$ cat config.mk
export PLATFORM = sky130hd
export DESIGN_NAME = delta_list_task_scheduler
export DESIGN_NICKNAME = d
export VERILOG_FILES = /design/src/sv/dlts_pkg.sv /design/src/sv/dlts_ram.sv /design/src/sv/delta_list_task_scheduler.sv
export SDC_FILE = /design/constraint.sdc
export NUM_CORES = 1
export LEC_CHECK = 0
export BUFFER_PORTS_ARGS = -buffer_cell sky130_fd_sc_hd__buf_2
export CAP_MARGIN = 0
export CORE_MARGIN = 2
export CORE_UTILIZATION = 53
export CTS_BUF_LIST = sky130_fd_sc_hd__clkbuf_8
export CTS_CLUSTER_SIZE = 24
export DETAILED_ROUTE_END_ITERATION = 8
export PLACE_DENSITY = 0.69
export SYNTH_ARGS = -nofsm -noshare
export SYNTH_HDL_FRONTEND = slang
export SYNTH_SLANG_ARGS = --single-unit
$ cat constraint.sdc
create_clock -name clk -period 5.4 [get_ports clk]
set_input_delay 1.08 -clock clk [delete_from_list [all_inputs] [get_ports clk]]
set_output_delay 1.08 -clock clk [all_outputs]
set_load 0.05 [all_outputs]
$ cat src/sv/dlts_pkg.sv
// ----------------------------------------------------------------------------
// dlts_pkg
// Shared types and codes of the delta list task scheduler.
// ----------------------------------------------------------------------------
package dlts_pkg;

  // Item kinds
  localparam logic [1:0] KIND_ADD      = 2'd0;
  localparam logic [1:0] KIND_TICK     = 2'd1;
  localparam logic [1:0] KIND_DISPATCH = 2'd2;

  typedef struct packed {
    logic [1:0]  kind;
    logic [7:0]  task_id;
    logic [15:0] start_delay;
    logic [15:0] period;
  } in_t;

  typedef struct packed {
    logic       ran;
    logic [7:0] run_id;
    logic [3:0] slot;
    logic       full_res;
  } out_t;

endpackage

$ cat src/sv/dlts_ram.sv
// ----------------------------------------------------------------------------
// dlts_ram
// Entry store: one write port, one read port, read data registered.
// ----------------------------------------------------------------------------
module dlts_ram #(
  parameter int WIDTH = 48,
  parameter int DEPTH = 16
) (
  input  logic                     clk,
  input  logic                     we,
  input  logic [$clog2(DEPTH)-1:0] waddr,
  input  logic [WIDTH-1:0]         wdata,
  input  logic [$clog2(DEPTH)-1:0] raddr,
  output logic [WIDTH-1:0]         rdata
);

  logic [WIDTH-1:0] mem [DEPTH];

  always_ff @(posedge clk) begin
    if (we) begin
      mem[waddr] <= wdata;
    end
  end

  always_ff @(posedge clk) begin
    rdata <= mem[raddr];
  end

endmodule

$ cat src/sv/delta_list_task_scheduler.sv
// ----------------------------------------------------------------------------
// delta_list_task_scheduler
// Timer queue kept as a delta list in one entry memory.
// ----------------------------------------------------------------------------
// An item is taken when start is high and busy is low; every item gives
// exactly one result, shown for one cycle with out_valid high. The receiver
// cannot stall, so sample out_data whenever out_valid is high. A rejected
// add, an empty-list tick or dispatch and an unknown kind are answered
// straight from idle. A tick on a live list reads the head and writes it
// back, and a dispatch on a live list that finds nothing due or removes a
// one-shot head is answered from the dispatch state. An add that lands in
// front of a live entry walks the list one entry a cycle up to and including
// the insertion point; the shift starts with a setup step, moves one entry a
// cycle from the tail down to it and ends with a drain step, and then the new
// entry is written. An add that appends moves nothing in the shift stage.
// All of it runs through the single read and single write port of the entry
// memory. A dispatch of a periodic task removes the head and then makes the
// same insertion. busy drops in the cycle that shows the result, so the next
// item can go in at the edge that takes it. The list lives in a circular
// buffer, so removing the head only advances a pointer. No clearing pass is
// needed after reset: only entries below the live count are used.
// ----------------------------------------------------------------------------
module delta_list_task_scheduler
  import dlts_pkg::*;
#(
  parameter int MAX_TASKS  = 16,
  parameter int DELAY_BITS = 16
) (
  input  logic clk,
  input  logic rst_n,
  input  logic start,
  output logic busy,
  input  in_t  in_data,
  output logic out_valid,
  output out_t out_data
);

  localparam int AW   = $clog2(MAX_TASKS);
  localparam int IDXW = $clog2(MAX_TASKS + 1);
  localparam int CW   = (DELAY_BITS > 16) ? DELAY_BITS : 16;

  localparam logic [2:0] ST_IDLE  = 3'd0;
  localparam logic [2:0] ST_TICK  = 3'd1;
  localparam logic [2:0] ST_DISP  = 3'd2;
  localparam logic [2:0] ST_WALK  = 3'd3;
  localparam logic [2:0] ST_SHIFT = 3'd4;
  localparam logic [2:0] ST_INS   = 3'd5;

  typedef struct packed {
    logic [7:0]            id;
    logic [DELAY_BITS-1:0] delta;
    logic [DELAY_BITS-1:0] period;
    logic [7:0]            pending;
  } entry_t;

  // Map a list position to a memory address around the head pointer.
  function automatic logic [AW-1:0] phys(input logic [AW-1:0] h,
                                         input logic [IDXW-1:0] l);
    logic [IDXW:0] s;
    s = (IDXW+1)'(h) + (IDXW+1)'(l);
    if (s >= (IDXW+1)'(MAX_TASKS)) begin
      s = s - (IDXW+1)'(MAX_TASKS);
    end
    return AW'(s);
  endfunction

  // Saturate a 16-bit input delay to the delay width.
  function automatic logic [DELAY_BITS-1:0] clamp_delay(input logic [15:0] v);
    logic [CW-1:0] ext;
    logic [CW-1:0] lim;
    ext = CW'(v);
    lim = CW'({DELAY_BITS{1'b1}});
    if (ext > lim) begin
      return {DELAY_BITS{1'b1}};
    end
    return DELAY_BITS'(ext);
  endfunction

  // Control state
  logic [2:0]      state_r, state_nxt;
  logic [IDXW-1:0] count_r, count_nxt;
  logic [AW-1:0]   head_r, head_nxt;
  logic            out_valid_r, out_valid_nxt;
  logic            pend_r, pend_nxt;

  // Working registers of the item in flight
  logic [IDXW-1:0]       chk_r, chk_nxt;     // position under compare in the walk
  logic [IDXW-1:0]       idx_r, idx_nxt;     // insertion position
  logic [IDXW-1:0]       sh_r, sh_nxt;       // one above the next position to read in the shift
  logic [IDXW-1:0]       src_r, src_nxt;     // position of the entry in rdata
  logic [DELAY_BITS-1:0] dly_r, dly_nxt;     // remaining delay of the new entry
  logic [DELAY_BITS-1:0] per_r, per_nxt;
  logic [7:0]            id_r, id_nxt;
  logic                  reins_r, reins_nxt; // insertion is a periodic re-add
  out_t                  out_data_r, out_data_nxt;

  // Memory port
  logic             we;
  logic [AW-1:0]    waddr, raddr;
  entry_t           wdata, q;
  logic [$bits(entry_t)-1:0] rdata;

  assign q = entry_t'(rdata);

  dlts_ram #(
    .WIDTH ($bits(entry_t)),
    .DEPTH (MAX_TASKS)
  ) u_ram (
    .clk   (clk),
    .we    (we),
    .waddr (waddr),
    .wdata (wdata),
    .raddr (raddr),
    .rdata (rdata)
  );

  always_comb begin
    state_nxt     = state_r;
    count_nxt     = count_r;
    head_nxt      = head_r;
    out_valid_nxt = 1'b0;
    pend_nxt      = pend_r;
    chk_nxt       = chk_r;
    idx_nxt       = idx_r;
    sh_nxt        = sh_r;
    src_nxt       = src_r;
    dly_nxt       = dly_r;
    per_nxt       = per_r;
    id_nxt        = id_r;
    reins_nxt     = reins_r;
    out_data_nxt  = out_data_r;
    we            = 1'b0;
    waddr         = head_r;
    wdata         = q;
    raddr         = phys(head_r, '0);

    case (state_r)
      ST_IDLE: begin
        // The head is read every idle cycle, so its data is ready next cycle.
        if (start) begin
          out_data_nxt = '0;
          case (in_data.kind)
            KIND_ADD: begin
              if (count_r == IDXW'(MAX_TASKS)) begin
                out_data_nxt.full_res = 1'b1;
                out_valid_nxt         = 1'b1;
              end else begin
                id_nxt    = in_data.task_id;
                dly_nxt   = clamp_delay(in_data.start_delay);
                per_nxt   = clamp_delay(in_data.period);
                reins_nxt = 1'b0;
                chk_nxt   = '0;
                if (count_r == '0) begin
                  idx_nxt   = '0;
                  sh_nxt    = '0;
                  pend_nxt  = 1'b0;
                  state_nxt = ST_SHIFT;
                end else begin
                  state_nxt = ST_WALK;
                end
              end
            end
            KIND_TICK: begin
              if (count_r == '0) begin
                out_valid_nxt = 1'b1;
              end else begin
                state_nxt = ST_TICK;
              end
            end
            KIND_DISPATCH: begin
              if (count_r == '0) begin
                out_valid_nxt = 1'b1;
              end else begin
                state_nxt = ST_DISP;
              end
            end
            default: begin
              out_valid_nxt = 1'b1;
            end
          endcase
        end
      end

      ST_TICK: begin
        // Count down the head; at zero, raise pending and reload if periodic.
        we    = 1'b1;
        waddr = head_r;
        wdata = q;
        if (q.delta == '0) begin
          if (q.pending != 8'hFF) begin
            wdata.pending = q.pending + 8'd1;
          end
          if (q.period != '0) begin
            wdata.delta = q.period;
          end
        end else begin
          wdata.delta = q.delta - DELAY_BITS'(1);
        end
        out_valid_nxt = 1'b1;
        state_nxt     = ST_IDLE;
      end

      ST_DISP: begin
        // Read the entry after the head so a re-add can start its walk.
        raddr = phys(head_r, IDXW'(1));
        if (q.pending == '0) begin
          out_valid_nxt = 1'b1;
          state_nxt     = ST_IDLE;
        end else begin
          out_data_nxt.ran    = 1'b1;
          out_data_nxt.run_id = q.id;
          head_nxt            = phys(head_r, IDXW'(1));
          count_nxt           = count_r - IDXW'(1);
          if (q.period == '0) begin
            out_valid_nxt = 1'b1;
            state_nxt     = ST_IDLE;
          end else begin
            id_nxt    = q.id;
            dly_nxt   = q.delta;
            per_nxt   = q.period;
            reins_nxt = 1'b1;
            chk_nxt   = '0;
            if (count_r == IDXW'(1)) begin
              idx_nxt   = '0;
              sh_nxt    = '0;
              pend_nxt  = 1'b0;
              state_nxt = ST_SHIFT;
            end else begin
              state_nxt = ST_WALK;
            end
          end
        end
      end

      ST_WALK: begin
        // Pass entries due no later than the new one; prefetch the next.
        raddr = phys(head_r, chk_r + IDXW'(1));
        if (q.delta <= dly_r) begin
          dly_nxt = dly_r - q.delta;
          if (chk_r + IDXW'(1) == count_r) begin
            idx_nxt   = count_r;
            sh_nxt    = count_r;
            pend_nxt  = 1'b0;
            state_nxt = ST_SHIFT;
          end else begin
            chk_nxt = chk_r + IDXW'(1);
          end
        end else begin
          idx_nxt   = chk_r;
          sh_nxt    = count_r;
          pend_nxt  = 1'b0;
          state_nxt = ST_SHIFT;
        end
      end

      ST_SHIFT: begin
        // Move entries up by one from the tail down to the insertion point.
        raddr = phys(head_r, sh_r - IDXW'(1));
        if (pend_r) begin
          we    = 1'b1;
          waddr = phys(head_r, src_r + IDXW'(1));
          wdata = q;
          if (src_r == idx_r) begin
            wdata.delta = q.delta - dly_r;
          end
        end
        if (sh_r > idx_r) begin
          sh_nxt   = sh_r - IDXW'(1);
          src_nxt  = sh_r - IDXW'(1);
          pend_nxt = 1'b1;
        end else begin
          pend_nxt = 1'b0;
          if (!pend_r) begin
            state_nxt = ST_INS;
          end
        end
      end

      ST_INS: begin
        we            = 1'b1;
        waddr         = phys(head_r, idx_r);
        wdata.id      = id_r;
        wdata.delta   = dly_r;
        wdata.period  = per_r;
        wdata.pending = '0;
        count_nxt     = count_r + IDXW'(1);
        if (!reins_r) begin
          out_data_nxt.slot = 4'(idx_r);
        end
        out_valid_nxt = 1'b1;
        state_nxt     = ST_IDLE;
      end

      default: begin
        state_nxt = ST_IDLE;
      end
    endcase
  end

  always_ff @(posedge clk) begin
    if (!rst_n) begin
      state_r     <= ST_IDLE;
      count_r     <= '0;
      head_r      <= '0;
      out_valid_r <= 1'b0;
      pend_r      <= 1'b0;
    end else begin
      state_r     <= state_nxt;
      count_r     <= count_nxt;
      head_r      <= head_nxt;
      out_valid_r <= out_valid_nxt;
      pend_r      <= pend_nxt;
    end
  end

  always_ff @(posedge clk) begin
    chk_r      <= chk_nxt;
    idx_r      <= idx_nxt;
    sh_r       <= sh_nxt;
    src_r      <= src_nxt;
    dly_r      <= dly_nxt;
    per_r      <= per_nxt;
    id_r       <= id_nxt;
    reins_r    <= reins_nxt;
    out_data_r <= out_data_nxt;
  end

  assign busy      = (state_r != ST_IDLE);
  assign out_valid = out_valid_r;
  assign out_data  = out_data_r;

endmodule

==> Implementation_results.wiki <==
{| class="wikitable"
! Metric !! Value
|-
| Port bufs || 60
|-
| Path type of the worst setup path || register to register
|-
| Net switching share of the total power || 36.79%
|-
| Ranking of synthesized cells by area || edfxtp_1 66%, mux4_2 7.9%, nand2_1 4.6%
|-
| Sequential fraction of the synthesis area || 68.89%
|-
| Areal power density over the cells || 580.7 nW/µm²
|-
| Post-synth cell types || 85
|-
| Cell count after placement || 3510
|-
| Run status || finished, final reports clean
|-
| First-pass GRT wire length || 145000 µm
|-
| Leak || 14.94 nW
|-
| Sequential share of power || 41.3%
|-
| Final setup violation count || 0
|-
| Minimum clock period || 4.310 ns
|-
| Remaining design rule violation count || 0
|-
| Chip height || 273.7 µm
|-
| Synth async-reset ratio || 0%
|-
| Achievable clock frequency || 232.0 MHz
|-
| Worst slew slack as a fraction of its limit || 11.93%
|-
| Total power after layout || 24.89 mW
|-
| Buffer type at the clock tree root || clkbuf_8
|-
| Hold Startpoint || in_data[24]
|-
| Number of sinks on the clock net || 905
|-
| Number of placement rows || 98
|-
| Critical Path End Type || register
|-
| Switching power of the nets || 9.157 mW
|-
| Antenna violations before repair || 2
|-
| DR pass1 iterations || 6
|-
| Most frequent cells after synthesis || 843 x edfxtp_1, 475 x nand2_1, 136 x mux4_2
|-
| Later-pin clock latency in the skew report || 0.80 ns
|-
| Setup repair after global routing missed its margin || false
|-
| Most instantiated flip-flop cell in the synthesis netlist || edfxtp_1
|-
| Number of non-filler instances in the completed layout || 3769
|-
| Number of CTS-inserted buffers || 142
|-
| Combinational fraction of design power || 37.2%
|-
| Via density per instance || 6.247
|-
| Post-CTS setup buffer count || 0
|-
| Number of flops mapped to enable cells by yosys || 843
|-
| Launching point of the worst reg2reg path || state_r[0]$_SDFFE_PN0P_
|-
| Hold buffers post-CTS || 0
|-
| Total global-route track usage || 26.16%
|-
| Detail-routed net length per standard cell || 25.83 µm
|-
| CTS H-Tree Depth || 4
|-
| Number of warnings issued by yosys || 0
|-
| Clock Pin Slew Worst Setup and Hold Paths || 0.07 ns
|-
| Fraction of final layout cells with drive strength greater than 1 || 17.21%
|-
| Worst setup SP type || register
|-
| Worst-case vdd ir drop || 0.0003637 V
|-
| Area of the mapped netlist || 38550 µm²
|-
| Fraction of synthesized cell area taken by the top area cell type || 65.67%
|-
| Data arrival at the endpoint of the critical path || 4.92 ns
|-
| Placed wire-length estimate || 55470 µm
|-
| Final setup skew || 0.04784 ns
|-
| Flops & latches, synth || 905
|-
| Final count of hold timing violations || 0
|-
| Post-Syn Instances || 2589
|-
| Number of DRC violations after detailed-routing iteration 0 || 2646
|-
| Post-synth net total || 2698
|-
| Leading cell type by number of instances after synthesis || edfxtp_1
|-
| Mean instance size in the synthesized netlist || 14.89 µm²
|-
| Last weighted congestion value of the routability-driven placer || 0.8963
|-
| Clock Power Share || 21.5%
|-
| Synthesis-to-layout area growth || 11.19%
|-
| Biggest fanout along the worst timing path || 85
|-
| Start point of the critical path || state_r[0]$_SDFFE_PN0P_
|-
| Maximum root-to-sink buffer count || 3
|-
| Part of the cycle the worst path needs || 79.81%
|-
| Setup TNS || 0 ns
|-
| Number of global-route vias before repair || 23280
|-
| Number of nets still failing antenna checks after routing || 0
|-
| Effective utilization at floorplan || 53.74%
|-
| Internal power contribution || 15.73 mW
|-
| Max Cap Viol || 0
|-
| Type of the worst min-delay path || input pin to register
|-
| I/O pins || 61
|-
| Net total in the final layout || 2813
|-
| Final number of max-transition violations || 0
|-
| Slew at the pin closest to its max-slew limit || 1.321 ns
|-
| Number of gates resized after cts || 0
|-
| Filler instances || 5354
|-
| TritonCTS clock tree || done
|-
| Maximum number of pins on one net before global-route repair || 97
|-
| Total die area || 74910 µm²
|-
| Remaining global-route overflow || 0
|-
| Post-Route WL || 97370 µm
|-
| Post-synthesis cell type with the largest combined area || edfxtp_1
|-
| Std-Cell Core Area || 71730 µm²
|-
| Routed vias || 23550
|-
| Crit path required time || 6.01 ns
|-
| X dimension of the die || 273.7 µm
|}
power groups by stage:
| stage | Clock [mW] | Combinational [mW] | Sequential [mW] |
|---|---|---|---|
| floorplan | 0 | 6.75 | 10.2 |
| global placement | 0 | 8.91 | 10.4 |
| detailed placement | 0 | 9.19 | 10.4 |
| CTS | 5.44 | 9.22 | 10.2 |
| global route | 5.74 | 10.1 | 10.3 |
| finish | 5.34 | 9.27 | 10.3 |
final timing paths:
path,endpoint,slack [ns],cells past startpoint
worst max-delay path,u_ram.rdata[4]$_DFF_P_,1.09,12
worst min-delay path,dly_r[8]$_DFFE_PP_,0.56,3
worst max register to register,u_ram.rdata[4]$_DFF_P_,1.09,12
worst min register to register,head_r[3]$_SDFFE_PN0P_,0.59,2
registers in the layout, summed over array words and instances, names as in the netlist, 3 cells and up:
signal       cells
chk_r            5
sh_r             5
count_r          5
state_r          3
src_r            5
per_r           16
dly_r           16
idx_r            5
id_r             8
u_ram.mem      768
u_ram.rdata     48
out_data        14
head_r           4
layer usage:
layer	global-route usage, %	part of all wire, %	up-vias
met3	4.833	8.6	170
met2	42.10	49	1172
met4	8.225	2.2	0
li1	-	-	10240
met5	0	0	-
met1	36.49	41	11960
worst max-delay path, stage by stage, from the launching register on:
cell      delay (ns)
dfxtp_2         0.31
nor2_1          0.25
nand2_1         0.48
nor2_1          0.23
a21oi_1         0.08
ha_1            0.25
fa_1            0.55
a221oi_1        0.12
o22ai_4         0.52
buf_12          0.46
mux4_2          0.38
a221oi_1        0.35
a31oi_1         0.09
final cells by class:
class,count,area (µm²),share of cell area [%]
inverter,65,244.0,0.5692
timing repair buffer,125,1051,2.452
multi-input combinational,1465,11190,26.10
antenna,1,2.502,0.005838
clock buffer,156,2147,5.009
tap,950,1189,2.773
sequential,905,26560,61.96
clock inverter,102,485.5,1.133
placed cells by master (no fill, tap or decap), types with 6 or more instances in the layout:
cell and n:
edfxtp_1 843, a22oi_1 8, a21oi_1 119, and3_1 20, xor2_1 30, nand3_1 24
and2_1 8, xnor2_1 23, nand4_1 13, o21a_1 10, a221oi_1 54, buf_2 60
buf_12 21, nor4_1 9, clkbuf_8 156, nand2_1 475, nor2_1 72, o211ai_1 9
a31oi_1 108, a211oi_1 15, nand2b_1 7, nor2b_1 15, nor2_4 17, mux2i_1 11
a21o_1 28, clkinv_2 10, clkinv_1 24, inv_1 118, o21ai_0 59, dfxtp_1 61
o22ai_1 6, buf_4 44, mux4_2 136, mux4_1 8, nor3_1 17, ha_1 59
cell families after synthesis:
logic type	Yosys count	share of synthesized area [%]
DFF	905	68.89
and+or+nand+nor	708	7.939
AOI/OAI and AO/OA	480	8.196
buffers and inverters	219	2.629
muxes	156	8.806
adders and majority gates	64	2.175
xor gates and xnor gates	57	1.366
through the flow:
stage               setup slack [ns]  hold WS [ns]  area [µm²]  utilization [%]
finish                         1.090        0.5573       42860            59.75
global route                  0.8579        0.5462       42860            59.75
CTS                            1.122        0.5108       42850            59.74
detailed placement             1.153        0.5750       40220            56.07
global placement               1.294        0.5584       40220            56.07
floorplan                     0.8636        0.5020       38550                -
(Power assumes the default switching activity.)
